$ cat src/rtl/core/iida_pkg.sv
// ----------------------------------------------------------------------------
// iida_pkg
// Shared constants, codes and control types for the indexed insert/delete
// array.
// ----------------------------------------------------------------------------
package iida_pkg;

  localparam int CAPACITY   = 16;
  localparam int DATA_WIDTH = 32;

  localparam int CMD_W   = 3;
  localparam int POS_W   = 5;
  localparam int ELEM_W  = 32;
  localparam int RWORD_W = 32;
  localparam int STAT_W  = 2;
  localparam int COUNT_W = 5;

  localparam int CNT_W = $clog2(CAPACITY + 1);
  localparam int IDX_W = $clog2(CAPACITY);
  localparam int EXT_W = (CNT_W > POS_W) ? CNT_W : POS_W;

  localparam logic [CMD_W-1:0] CMD_APPEND  = 3'd0;
  localparam logic [CMD_W-1:0] CMD_INSERT  = 3'd1;
  localparam logic [CMD_W-1:0] CMD_READ    = 3'd2;
  localparam logic [CMD_W-1:0] CMD_REMOVE  = 3'd3;
  localparam logic [CMD_W-1:0] CMD_REPLACE = 3'd4;

  localparam logic [STAT_W-1:0] STAT_OK        = 2'd0;
  localparam logic [STAT_W-1:0] STAT_BAD_INDEX = 2'd1;
  localparam logic [STAT_W-1:0] STAT_FULL      = 2'd2;

  typedef enum logic [1:0] {
    OP_NONE,
    OP_INSERT,
    OP_REMOVE,
    OP_WRITE
  } op_e;

  typedef struct packed {
    logic              load;
    op_e               op;
    logic [EXT_W-1:0]  idx;
    logic [STAT_W-1:0] status;
    logic              hit;
  } dp_cmd_t;

  typedef struct packed {
    logic [CNT_W-1:0] used;
  } dp_sts_t;

endpackage

$ cat src/rtl/core/indexed_insert_delete_array.sv
// Latency: the result of a transfer is valid in the cycle after it is accepted.
// Throughput: one command per cycle; every shift is done at once by the
// register-array cells, and a new command is taken while the output is free.
// Reset: asynchronous, active low; clears the entry count and the handshake
// state. Entry contents are not cleared and are read only after a write.
// ----------------------------------------------------------------------------
// indexed_insert_delete_array
// Ordered word array with append, insert, read, remove and replace by index.
// ----------------------------------------------------------------------------
module indexed_insert_delete_array (
  input  logic                           clk_i,
  input  logic                           rst_ni,
  input  logic                           in_valid_i,
  output logic                           in_stall_o,
  input  logic [iida_pkg::CMD_W-1:0]     command_i,
  input  logic [iida_pkg::POS_W-1:0]     position_i,
  input  logic [iida_pkg::ELEM_W-1:0]    element_i,
  output logic                           out_valid_o,
  input  logic                           out_stall_i,
  output logic [iida_pkg::RWORD_W-1:0]   read_word_o,
  output logic                           found_o,
  output logic [iida_pkg::STAT_W-1:0]    status_o,
  output logic [iida_pkg::COUNT_W-1:0]   count_o
);

  iida_pkg::dp_cmd_t cmd;
  iida_pkg::dp_sts_t sts;

  iida_ctrl u_ctrl (
    .clk_i       (clk_i),
    .rst_ni      (rst_ni),
    .in_valid_i  (in_valid_i),
    .in_stall_o  (in_stall_o),
    .command_i   (command_i),
    .position_i  (position_i),
    .out_valid_o (out_valid_o),
    .out_stall_i (out_stall_i),
    .sts_i       (sts),
    .cmd_o       (cmd)
  );

  iida_dp u_dp (
    .clk_i       (clk_i),
    .rst_ni      (rst_ni),
    .cmd_i       (cmd),
    .element_i   (element_i),
    .sts_o       (sts),
    .read_word_o (read_word_o),
    .found_o     (found_o),
    .status_o    (status_o),
    .count_o     (count_o)
  );

  a_used_bound: assert property (@(posedge clk_i) disable iff (!rst_ni)
    (iida_pkg::EXT_W'(sts.used) <= iida_pkg::EXT_W'(iida_pkg::CAPACITY)))
    else $error("entry count above capacity");

  a_found_ok: assert property (@(posedge clk_i) disable iff (!rst_ni)
    (out_valid_o && found_o) |-> (status_o == iida_pkg::STAT_OK))
    else $error("hit reported with error status");

  a_append_grows: assert property (@(posedge clk_i) disable iff (!rst_ni)
    (cmd.load && (command_i == iida_pkg::CMD_APPEND) &&
     (iida_pkg::EXT_W'(sts.used) < iida_pkg::EXT_W'(iida_pkg::CAPACITY)))
    |=> (sts.used == $past(sts.used) + 1'b1))
    else $error("append did not grow the array");

  a_stall_only_held: assert property (@(posedge clk_i) disable iff (!rst_ni)
    in_stall_o |-> out_valid_o)
    else $error("input stalled with no result pending");

endmodule

$ cat src/rtl/core/iida_ctrl.sv
// ----------------------------------------------------------------------------
// iida_ctrl
// Handshake state machine and command decode: checks index and fill level
// and issues one datapath command per accepted transfer.
// ----------------------------------------------------------------------------
module iida_ctrl (
  input  logic                         clk_i,
  input  logic                         rst_ni,
  input  logic                         in_valid_i,
  output logic                         in_stall_o,
  input  logic [iida_pkg::CMD_W-1:0]   command_i,
  input  logic [iida_pkg::POS_W-1:0]   position_i,
  output logic                         out_valid_o,
  input  logic                         out_stall_i,
  input  iida_pkg::dp_sts_t            sts_i,
  output iida_pkg::dp_cmd_t            cmd_o
);

  localparam logic S_IDLE = 1'b0;
  localparam logic S_HOLD = 1'b1;

  logic state_q, state_d;
  logic accept;
  logic full;
  logic [iida_pkg::EXT_W-1:0] pos_ext, used_ext;

  assign in_stall_o  = (state_q == S_HOLD) && out_stall_i;
  assign out_valid_o = (state_q == S_HOLD);
  assign accept      = in_valid_i && !in_stall_o;

  always_comb begin
    state_d = state_q;
    if (accept) begin
      state_d = S_HOLD;
    end else if ((state_q == S_HOLD) && !out_stall_i) begin
      state_d = S_IDLE;
    end
  end

  always_ff @(posedge clk_i or negedge rst_ni) begin
    if (!rst_ni) begin
      state_q <= S_IDLE;
    end else begin
      state_q <= state_d;
    end
  end

  assign pos_ext  = iida_pkg::EXT_W'(position_i);
  assign used_ext = iida_pkg::EXT_W'(sts_i.used);
  assign full     = (used_ext == iida_pkg::EXT_W'(iida_pkg::CAPACITY));

  always_comb begin
    cmd_o        = '0;
    cmd_o.load   = accept;
    cmd_o.op     = iida_pkg::OP_NONE;
    cmd_o.idx    = pos_ext;
    cmd_o.status = iida_pkg::STAT_OK;
    cmd_o.hit    = 1'b0;
    unique case (command_i)
      iida_pkg::CMD_APPEND: begin
        if (full) begin
          cmd_o.status = iida_pkg::STAT_FULL;
        end else begin
          cmd_o.op  = iida_pkg::OP_INSERT;
          cmd_o.idx = used_ext;
        end
      end
      iida_pkg::CMD_INSERT: begin
        if (pos_ext > used_ext) begin
          cmd_o.status = iida_pkg::STAT_BAD_INDEX;
        end else if (full) begin
          cmd_o.status = iida_pkg::STAT_FULL;
        end else begin
          cmd_o.op = iida_pkg::OP_INSERT;
        end
      end
      iida_pkg::CMD_READ: begin
        if (pos_ext >= used_ext) begin
          cmd_o.status = iida_pkg::STAT_BAD_INDEX;
        end else begin
          cmd_o.hit = 1'b1;
        end
      end
      iida_pkg::CMD_REMOVE: begin
        if (pos_ext >= used_ext) begin
          cmd_o.status = iida_pkg::STAT_BAD_INDEX;
        end else begin
          cmd_o.op = iida_pkg::OP_REMOVE;
        end
      end
      iida_pkg::CMD_REPLACE: begin
        if (pos_ext >= used_ext) begin
          cmd_o.status = iida_pkg::STAT_BAD_INDEX;
        end else begin
          cmd_o.op = iida_pkg::OP_WRITE;
        end
      end
      default: begin
        cmd_o.op = iida_pkg::OP_NONE;
      end
    endcase
  end

endmodule

$ cat src/rtl/core/iida_dp.sv
// ----------------------------------------------------------------------------
// iida_dp
// Entry cells with parallel shift up / shift down, entry count and the
// result registers.
// ----------------------------------------------------------------------------
module iida_dp (
  input  logic                           clk_i,
  input  logic                           rst_ni,
  input  iida_pkg::dp_cmd_t              cmd_i,
  input  logic [iida_pkg::ELEM_W-1:0]    element_i,
  output iida_pkg::dp_sts_t              sts_o,
  output logic [iida_pkg::RWORD_W-1:0]   read_word_o,
  output logic                           found_o,
  output logic [iida_pkg::STAT_W-1:0]    status_o,
  output logic [iida_pkg::COUNT_W-1:0]   count_o
);

  logic [iida_pkg::DATA_WIDTH-1:0] entries_q [iida_pkg::CAPACITY];
  logic [iida_pkg::DATA_WIDTH-1:0] word;
  logic [iida_pkg::CNT_W-1:0]      used_q, used_d;
  logic [iida_pkg::EXT_W-1:0]      used_ext;
  logic [iida_pkg::DATA_WIDTH-1:0] rd_q, rd_d;
  logic                            found_q;
  logic [iida_pkg::STAT_W-1:0]     status_q;

  assign word     = iida_pkg::DATA_WIDTH'(element_i);
  assign used_ext = iida_pkg::EXT_W'(used_q);

  for (genvar i = 0; i < iida_pkg::CAPACITY; i++) begin : g_cell
    localparam logic [iida_pkg::EXT_W-1:0] CellIdx  = iida_pkg::EXT_W'(i);
    localparam logic [iida_pkg::EXT_W-1:0] CellNext = iida_pkg::EXT_W'(i + 1);
    logic [iida_pkg::DATA_WIDTH-1:0] up_w, dn_w;

    if (i > 0) begin : g_up
      assign up_w = entries_q[i-1];
    end else begin : g_up0
      assign up_w = word;
    end
    if (i < iida_pkg::CAPACITY - 1) begin : g_dn
      assign dn_w = entries_q[i+1];
    end else begin : g_dnl
      assign dn_w = entries_q[i];
    end

    always_ff @(posedge clk_i) begin
      if (cmd_i.load) begin
        unique case (cmd_i.op)
          iida_pkg::OP_INSERT: begin
            if (CellIdx == cmd_i.idx) begin
              entries_q[i] <= word;
            end else if ((CellIdx > cmd_i.idx) && (CellIdx <= used_ext)) begin
              entries_q[i] <= up_w;
            end
          end
          iida_pkg::OP_REMOVE: begin
            if ((CellIdx >= cmd_i.idx) && (CellNext < used_ext)) begin
              entries_q[i] <= dn_w;
            end
          end
          iida_pkg::OP_WRITE: begin
            if (CellIdx == cmd_i.idx) begin
              entries_q[i] <= word;
            end
          end
          default: begin
          end
        endcase
      end
    end
  end

  always_comb begin
    used_d = used_q;
    if (cmd_i.load) begin
      unique case (cmd_i.op)
        iida_pkg::OP_INSERT: used_d = used_q + 1'b1;
        iida_pkg::OP_REMOVE: used_d = used_q - 1'b1;
        default:             used_d = used_q;
      endcase
    end
  end

  assign rd_d = cmd_i.hit ? entries_q[cmd_i.idx[iida_pkg::IDX_W-1:0]]
                          : '0;

  always_ff @(posedge clk_i or negedge rst_ni) begin
    if (!rst_ni) begin
      used_q <= '0;
    end else begin
      used_q <= used_d;
    end
  end

  always_ff @(posedge clk_i) begin
    if (cmd_i.load) begin
      rd_q     <= rd_d;
      found_q  <= cmd_i.hit;
      status_q <= cmd_i.status;
    end
  end

  assign sts_o.used  = used_q;
  assign read_word_o = iida_pkg::RWORD_W'(rd_q);
  assign found_o     = found_q;
  assign status_o    = status_q;
  assign count_o     = used_ext[iida_pkg::COUNT_W-1:0];

endmodule

$ cat config.mk
export PLATFORM = sky130hd
export DESIGN_NAME = indexed_insert_delete_array
export DESIGN_NICKNAME = d
export VERILOG_FILES = /design/src/rtl/core/iida_pkg.sv /design/src/rtl/core/indexed_insert_delete_array.sv /design/src/rtl/core/iida_ctrl.sv /design/src/rtl/core/iida_dp.sv
export SDC_FILE = /design/constraint.sdc
export NUM_CORES = 1
export LEC_CHECK = 0
export BUFFER_PORTS_ARGS = -buffer_cell sky130_fd_sc_hd__buf_2
export CAP_MARGIN = 10
export CORE_MARGIN = 1.5
export CORE_UTILIZATION = 35
export CTS_CLUSTER_DIAMETER = 200
export CTS_CLUSTER_SIZE = 16
export DETAILED_ROUTE_END_ITERATION = 7
export PLACE_DENSITY = 0.6
export SLEW_MARGIN = 30
export SYNTH_ARGS = -nofsm -noshare
export SYNTH_HDL_FRONTEND = slang
export SYNTH_SLANG_ARGS = --single-unit
$ cat constraint.sdc
create_clock -name clk_i -period 7.3 [get_ports clk_i]
set_input_delay 1.46 -clock clk_i [delete_from_list [all_inputs] [get_ports clk_i]]
set_output_delay 1.46 -clock clk_i [all_outputs]
set_load 0.01 [all_outputs]
==> summary.txt <==
Yosys
  – Number of enable flip-flop cells after synthesis: 547
  – Share of synthesized registers carrying an async set or reset: 1.08%
  – Synth Instances: ~2800
  – Netlist cell types: 87
  – Synthesized flop and latch total: 553
  – Post-synthesis instance area: around 0.034 mm²
  – Top_reg_cell synth: edfxtp_1
  – Post-synthesis average cell area: 11.9 µm²
  – Syn Nets: 2893
  – YS warnings: 0
  – Sequential share of the synthesized area: 49.3%

Critical path
  – Crit path required time: 7.68 ns
  – Slowest cell delay on critical path: 0.82 ns
  – Critical-path cell list: clkinv_1 > ha_1 > a21o_1 > a21oi_1 > o21a_1 > a31oi_1 > o21ai_0 > nand2b_1 > ha_1 > and2_0 > and3_1 > o21ai_4 > buf_4 > nand3_2 > buf_4
  – Critical path fanouts, max: 33
  – WP depth: 15
  – Startpoint Class: flop
  – WS Path Type: reg2reg
  – Reg2reg path depth: 15
  – CP max stage cell: nand3_2
  – Critical path buffers and inverters: 3
  – Worst Setup End Kind: flop
  – Worst EP arrival: approximately 6.1 ns
  – Crit-path leading delay family: buffers and inverters

Floorplan
  – Chip width: approximately 310 µm
  – Die height: 313 µm
  – Die area: between 0.09 and 0.1 mm²
  – # rows: 113
  – Io pins: 86
  – Starting Density: 35.4%
  – Core area: between 0.09 and 0.1 mm²

CTS
  – Root Buffer: clkbuf_16
  – Clk_lat worst skew: 0.63 ns
  – PostCTS Resize Cnt: 0
  – Longest Clk Path Bufs: 3
  – Clk slew on worst S/H paths: 0.10 ns
  – Post-CTS setup buffer count: 0
  – CTS tree: yes
  – Hold-fix buffers, CTS: 0
  – CTS sink cnt: 553
  – TritonCTS Buffers: 40
  – CTS H-tree depth: 2

GRT
  – Vias in the first global route: 26500
  – First-pass GRT wire length: ~200000 µm
  – Initial antenna violation count: 15
  – Pin count of the biggest net entering global routing: 121
  – GRT Residual Overflow: 0
  – GRT Util Overall: 27.5%

Power
  – Leak Pwr: 13.4 nW
  – Worst ir drop on vdd: 0.153 mV
  – Sequential Power Share: approximately half
  – Clock power frac: 28.5%
  – Net Switching: 2.62 mW
  – Overall Power: 7.93 mW
  – PD cells: 217 mW/mm²
  – Power Internal: 5.32 mW
  – Switch share: 33.0%
  – Combinational share of power: between 20% and 30%

Timing
  – Fmax: 175 MHz
  – Final-report hold violation count: 0
  – Setup TNS: 0 ns
  – Tcrit/Tclk final: 78.1%
  – Setup Viol. Count Final: 0
  – Min Tclk post-route: 5.70 ns
  – RSZ-0062 raised after global routing: no
  – Clk_skew: a little under 0.03 ns
  – Slew headroom: between 30 and 40%
  – Least-Margin Pin Slew: 1.05 ns
  – Final max-slew violation count: 0

Flow run
  – # Max-Cap Violations: 0

Min path
  – Worst hold stages: 1
  – Worst Hold Class: reg2reg

Place
  – Routability-driven placement congestion ratio: 0.928
  – Port Buffers: 85
  – Final HPWL DP: 81000 µm

Route
  – DR pass1 iterations: 8
  – Vias/cell: 6.78
  – Drt initial violations: between 3000 and 4000
  – DRC errors left: 0
  – Antenna viol nets, final: 0
  – Wirelength, routed: 139000 µm
  – Vias: 27300
  – WL per Instance: 34.4 µm

Run status
  – Status: finished clean

Layout
  – Synthesis-to-finish area growth: 8.69%
  – Share of layout cells above drive strength 1: about 15%
  – Nets@finish: 2808
  – Fill count: approximately 9100
==> cells in the final DEF, fill, tap and decap left out, drive strengths merged, types with 7 or more instances in the layout <==
master,n
o221a,32
nor2,36
a31oi,19
and2,12
or3,9
nor4,9
o22a,64
clkbuf,53
nand3b,17
a211oi,104
nand3,21
inv,22
o21ai,65
clkinv,25
a211o,32
a32oi,35
a221o,64
and3,138
a2bb2oi,83
or2,8
buf,171
mux2,64
ha,13
nor3,35
nand2,216
a21oi,89
a21o,7
o22ai,38
edfxtp,547
o211ai,10
a311oi,64
a221oi,34
mux2i,558
==> final timing paths <==
kind	from	endpoint	slack, ns
hold reg to reg	u_dp.entries_q[1][10]	u_dp.entries_q[0][10]	0.59
max in group asynchronous	rst_ni	u_ctrl.out_valid_o	6.51
setup reg to reg	u_dp.count_o[3]	u_dp.entries_q[13][15]	1.60
setup / recovery	u_dp.count_o[3]	u_dp.entries_q[13][15]	1.60
hold / removal	u_dp.entries_q[1][10]	u_dp.entries_q[0][10]	0.59
min in group asynchronous	rst_ni	u_dp.count_o[0]	0.63
==> worst register-to-register path, stage by stage, from the launching register on <==
cell	delay, ns
dfrtp_1	0.70
clkinv_1	0.41
ha_1	0.40
a21o_1	0.18
a21oi_1	0.18
o21a_1	0.21
a31oi_1	0.10
o21ai_0	0.22
nand2b_1	0.08
ha_1	0.34
and2_0	0.33
and3_1	0.28
o21ai_4	0.06
buf_4	0.64
nand3_2	0.83
buf_4	0.47
==> layer usage <==
metal	GRT usage, %	share of wire [%]	up-vias
met3	8.12	12	442
met4	13.2	5.2	14
met5	0	0.058	-
met1	35.3	38	13800
met2	42.5	44	1926
li1	-	-	11200
==> flip-flops by register name, summed over array words and instances (netlist names) <==
| signal | count |
|---|---|
| u_dp.read_word_o | 32 |
| u_dp.status_o | 2 |
| u_dp.found_o | 1 |
| u_dp.count_o | 5 |
| u_ctrl.out_valid_o | 1 |
| u_dp.entries_q | 512 |
==> synthesized netlist by cell type, types with 32 or more instances <==
master | n | area share [%]
mux2i_1 | 558 | 17
edfxtp_1 | 547 | 49
nand2_1 | 214 | 2.4
clkbuf_1 | 143 | 1.6
and3_1 | 138 | 2.6
a211oi_1 | 103 | 2.3
a21oi_1 | 86 | 1.3
a2bb2oi_1 | 82 | 2.1
buf_2 | 73 | 1.1
a221o_1 | 64 | 1.9
a311oi_1 | 64 | 1.7
o22a_1 | 64 | 1.7
mux2_2 | 63 | 2.1
o21ai_0 | 48 | 0.71
buf_1 | 40 | 0.45
o22ai_1 | 36 | 0.67
a32oi_1 | 35 | 0.91
a221oi_1 | 33 | 0.86
nor2_1 | 33 | 0.37
nor3_1 | 33 | 0.49
a211o_1 | 32 | 0.83
o221a_2 | 32 | 1.1
==> through the flow <==
step | setup slack [ns] | area (µm²) | hold WS, ns | utilization, % | instances
2_1_floorplan | -0.210 | 33600 | 0.553 | - | 2836
3_3_place_gp | 1.34 | 35300 | 0.572 | 37.1 | 3971
4_1_cts | 1.72 | 36500 | 0.581 | 38.4 | 4027
3_5_place_dp | 1.29 | 35400 | 0.580 | 37.2 | 3972
6_report | 1.60 | 36600 | 0.589 | 38.4 | 4033
5_1_grt | 1.45 | 36600 | 0.625 | 38.4 | 4030
==> power by group through the flow <==
stage	sequential [mW]	clock (mW)	combinational, mW
2_1_floorplan	3.86	0	1.15
6_report	3.86	2.26	1.82
5_1_grt	3.87	2.36	1.88
3_3_place_gp	3.93	0	1.73
3_5_place_dp	3.92	0	1.75
4_1_cts	3.85	2.28	1.75
==> area by class of cell <==
| type | instances | area, µm² | area share (%) |
|---|---|---|---|
| clock buffers | 52 | 1070 | 2.92 |
| well taps | 1265 | 1580 | 4.33 |
| clock inverters | 3 | 48.8 | 0.133 |
| flip-flops and latches | 553 | 16600 | 45.3 |
| multi-input cells | 1940 | 15900 | 43.5 |
| diodes | 4 | 10.0 | 0.0274 |
| repair buffers | 172 | 1210 | 3.31 |
| inverters | 44 | 165 | 0.452 |
==> cell families (layout without fill, tap and decap cells) <==
family / after synthesis / count (layout) / share of synthesized area (%)
XOR/XNOR: 5 / 5 / 0.130
other: 0 / 4 / 0
multiplexers: 622 / 622 / 18.7
AO/OA/AOI/OAI: 774 / 774 / 18.4
flip-flops: 553 / 553 / 49.3
AND/OR/NAND/NOR: 526 / 526 / 8.12
buffers and inverters: 343 / 271 / 4.82
adder cells (fa/ha/maj): 13 / 13 / 0.484
(Power assumes the default switching activity.)
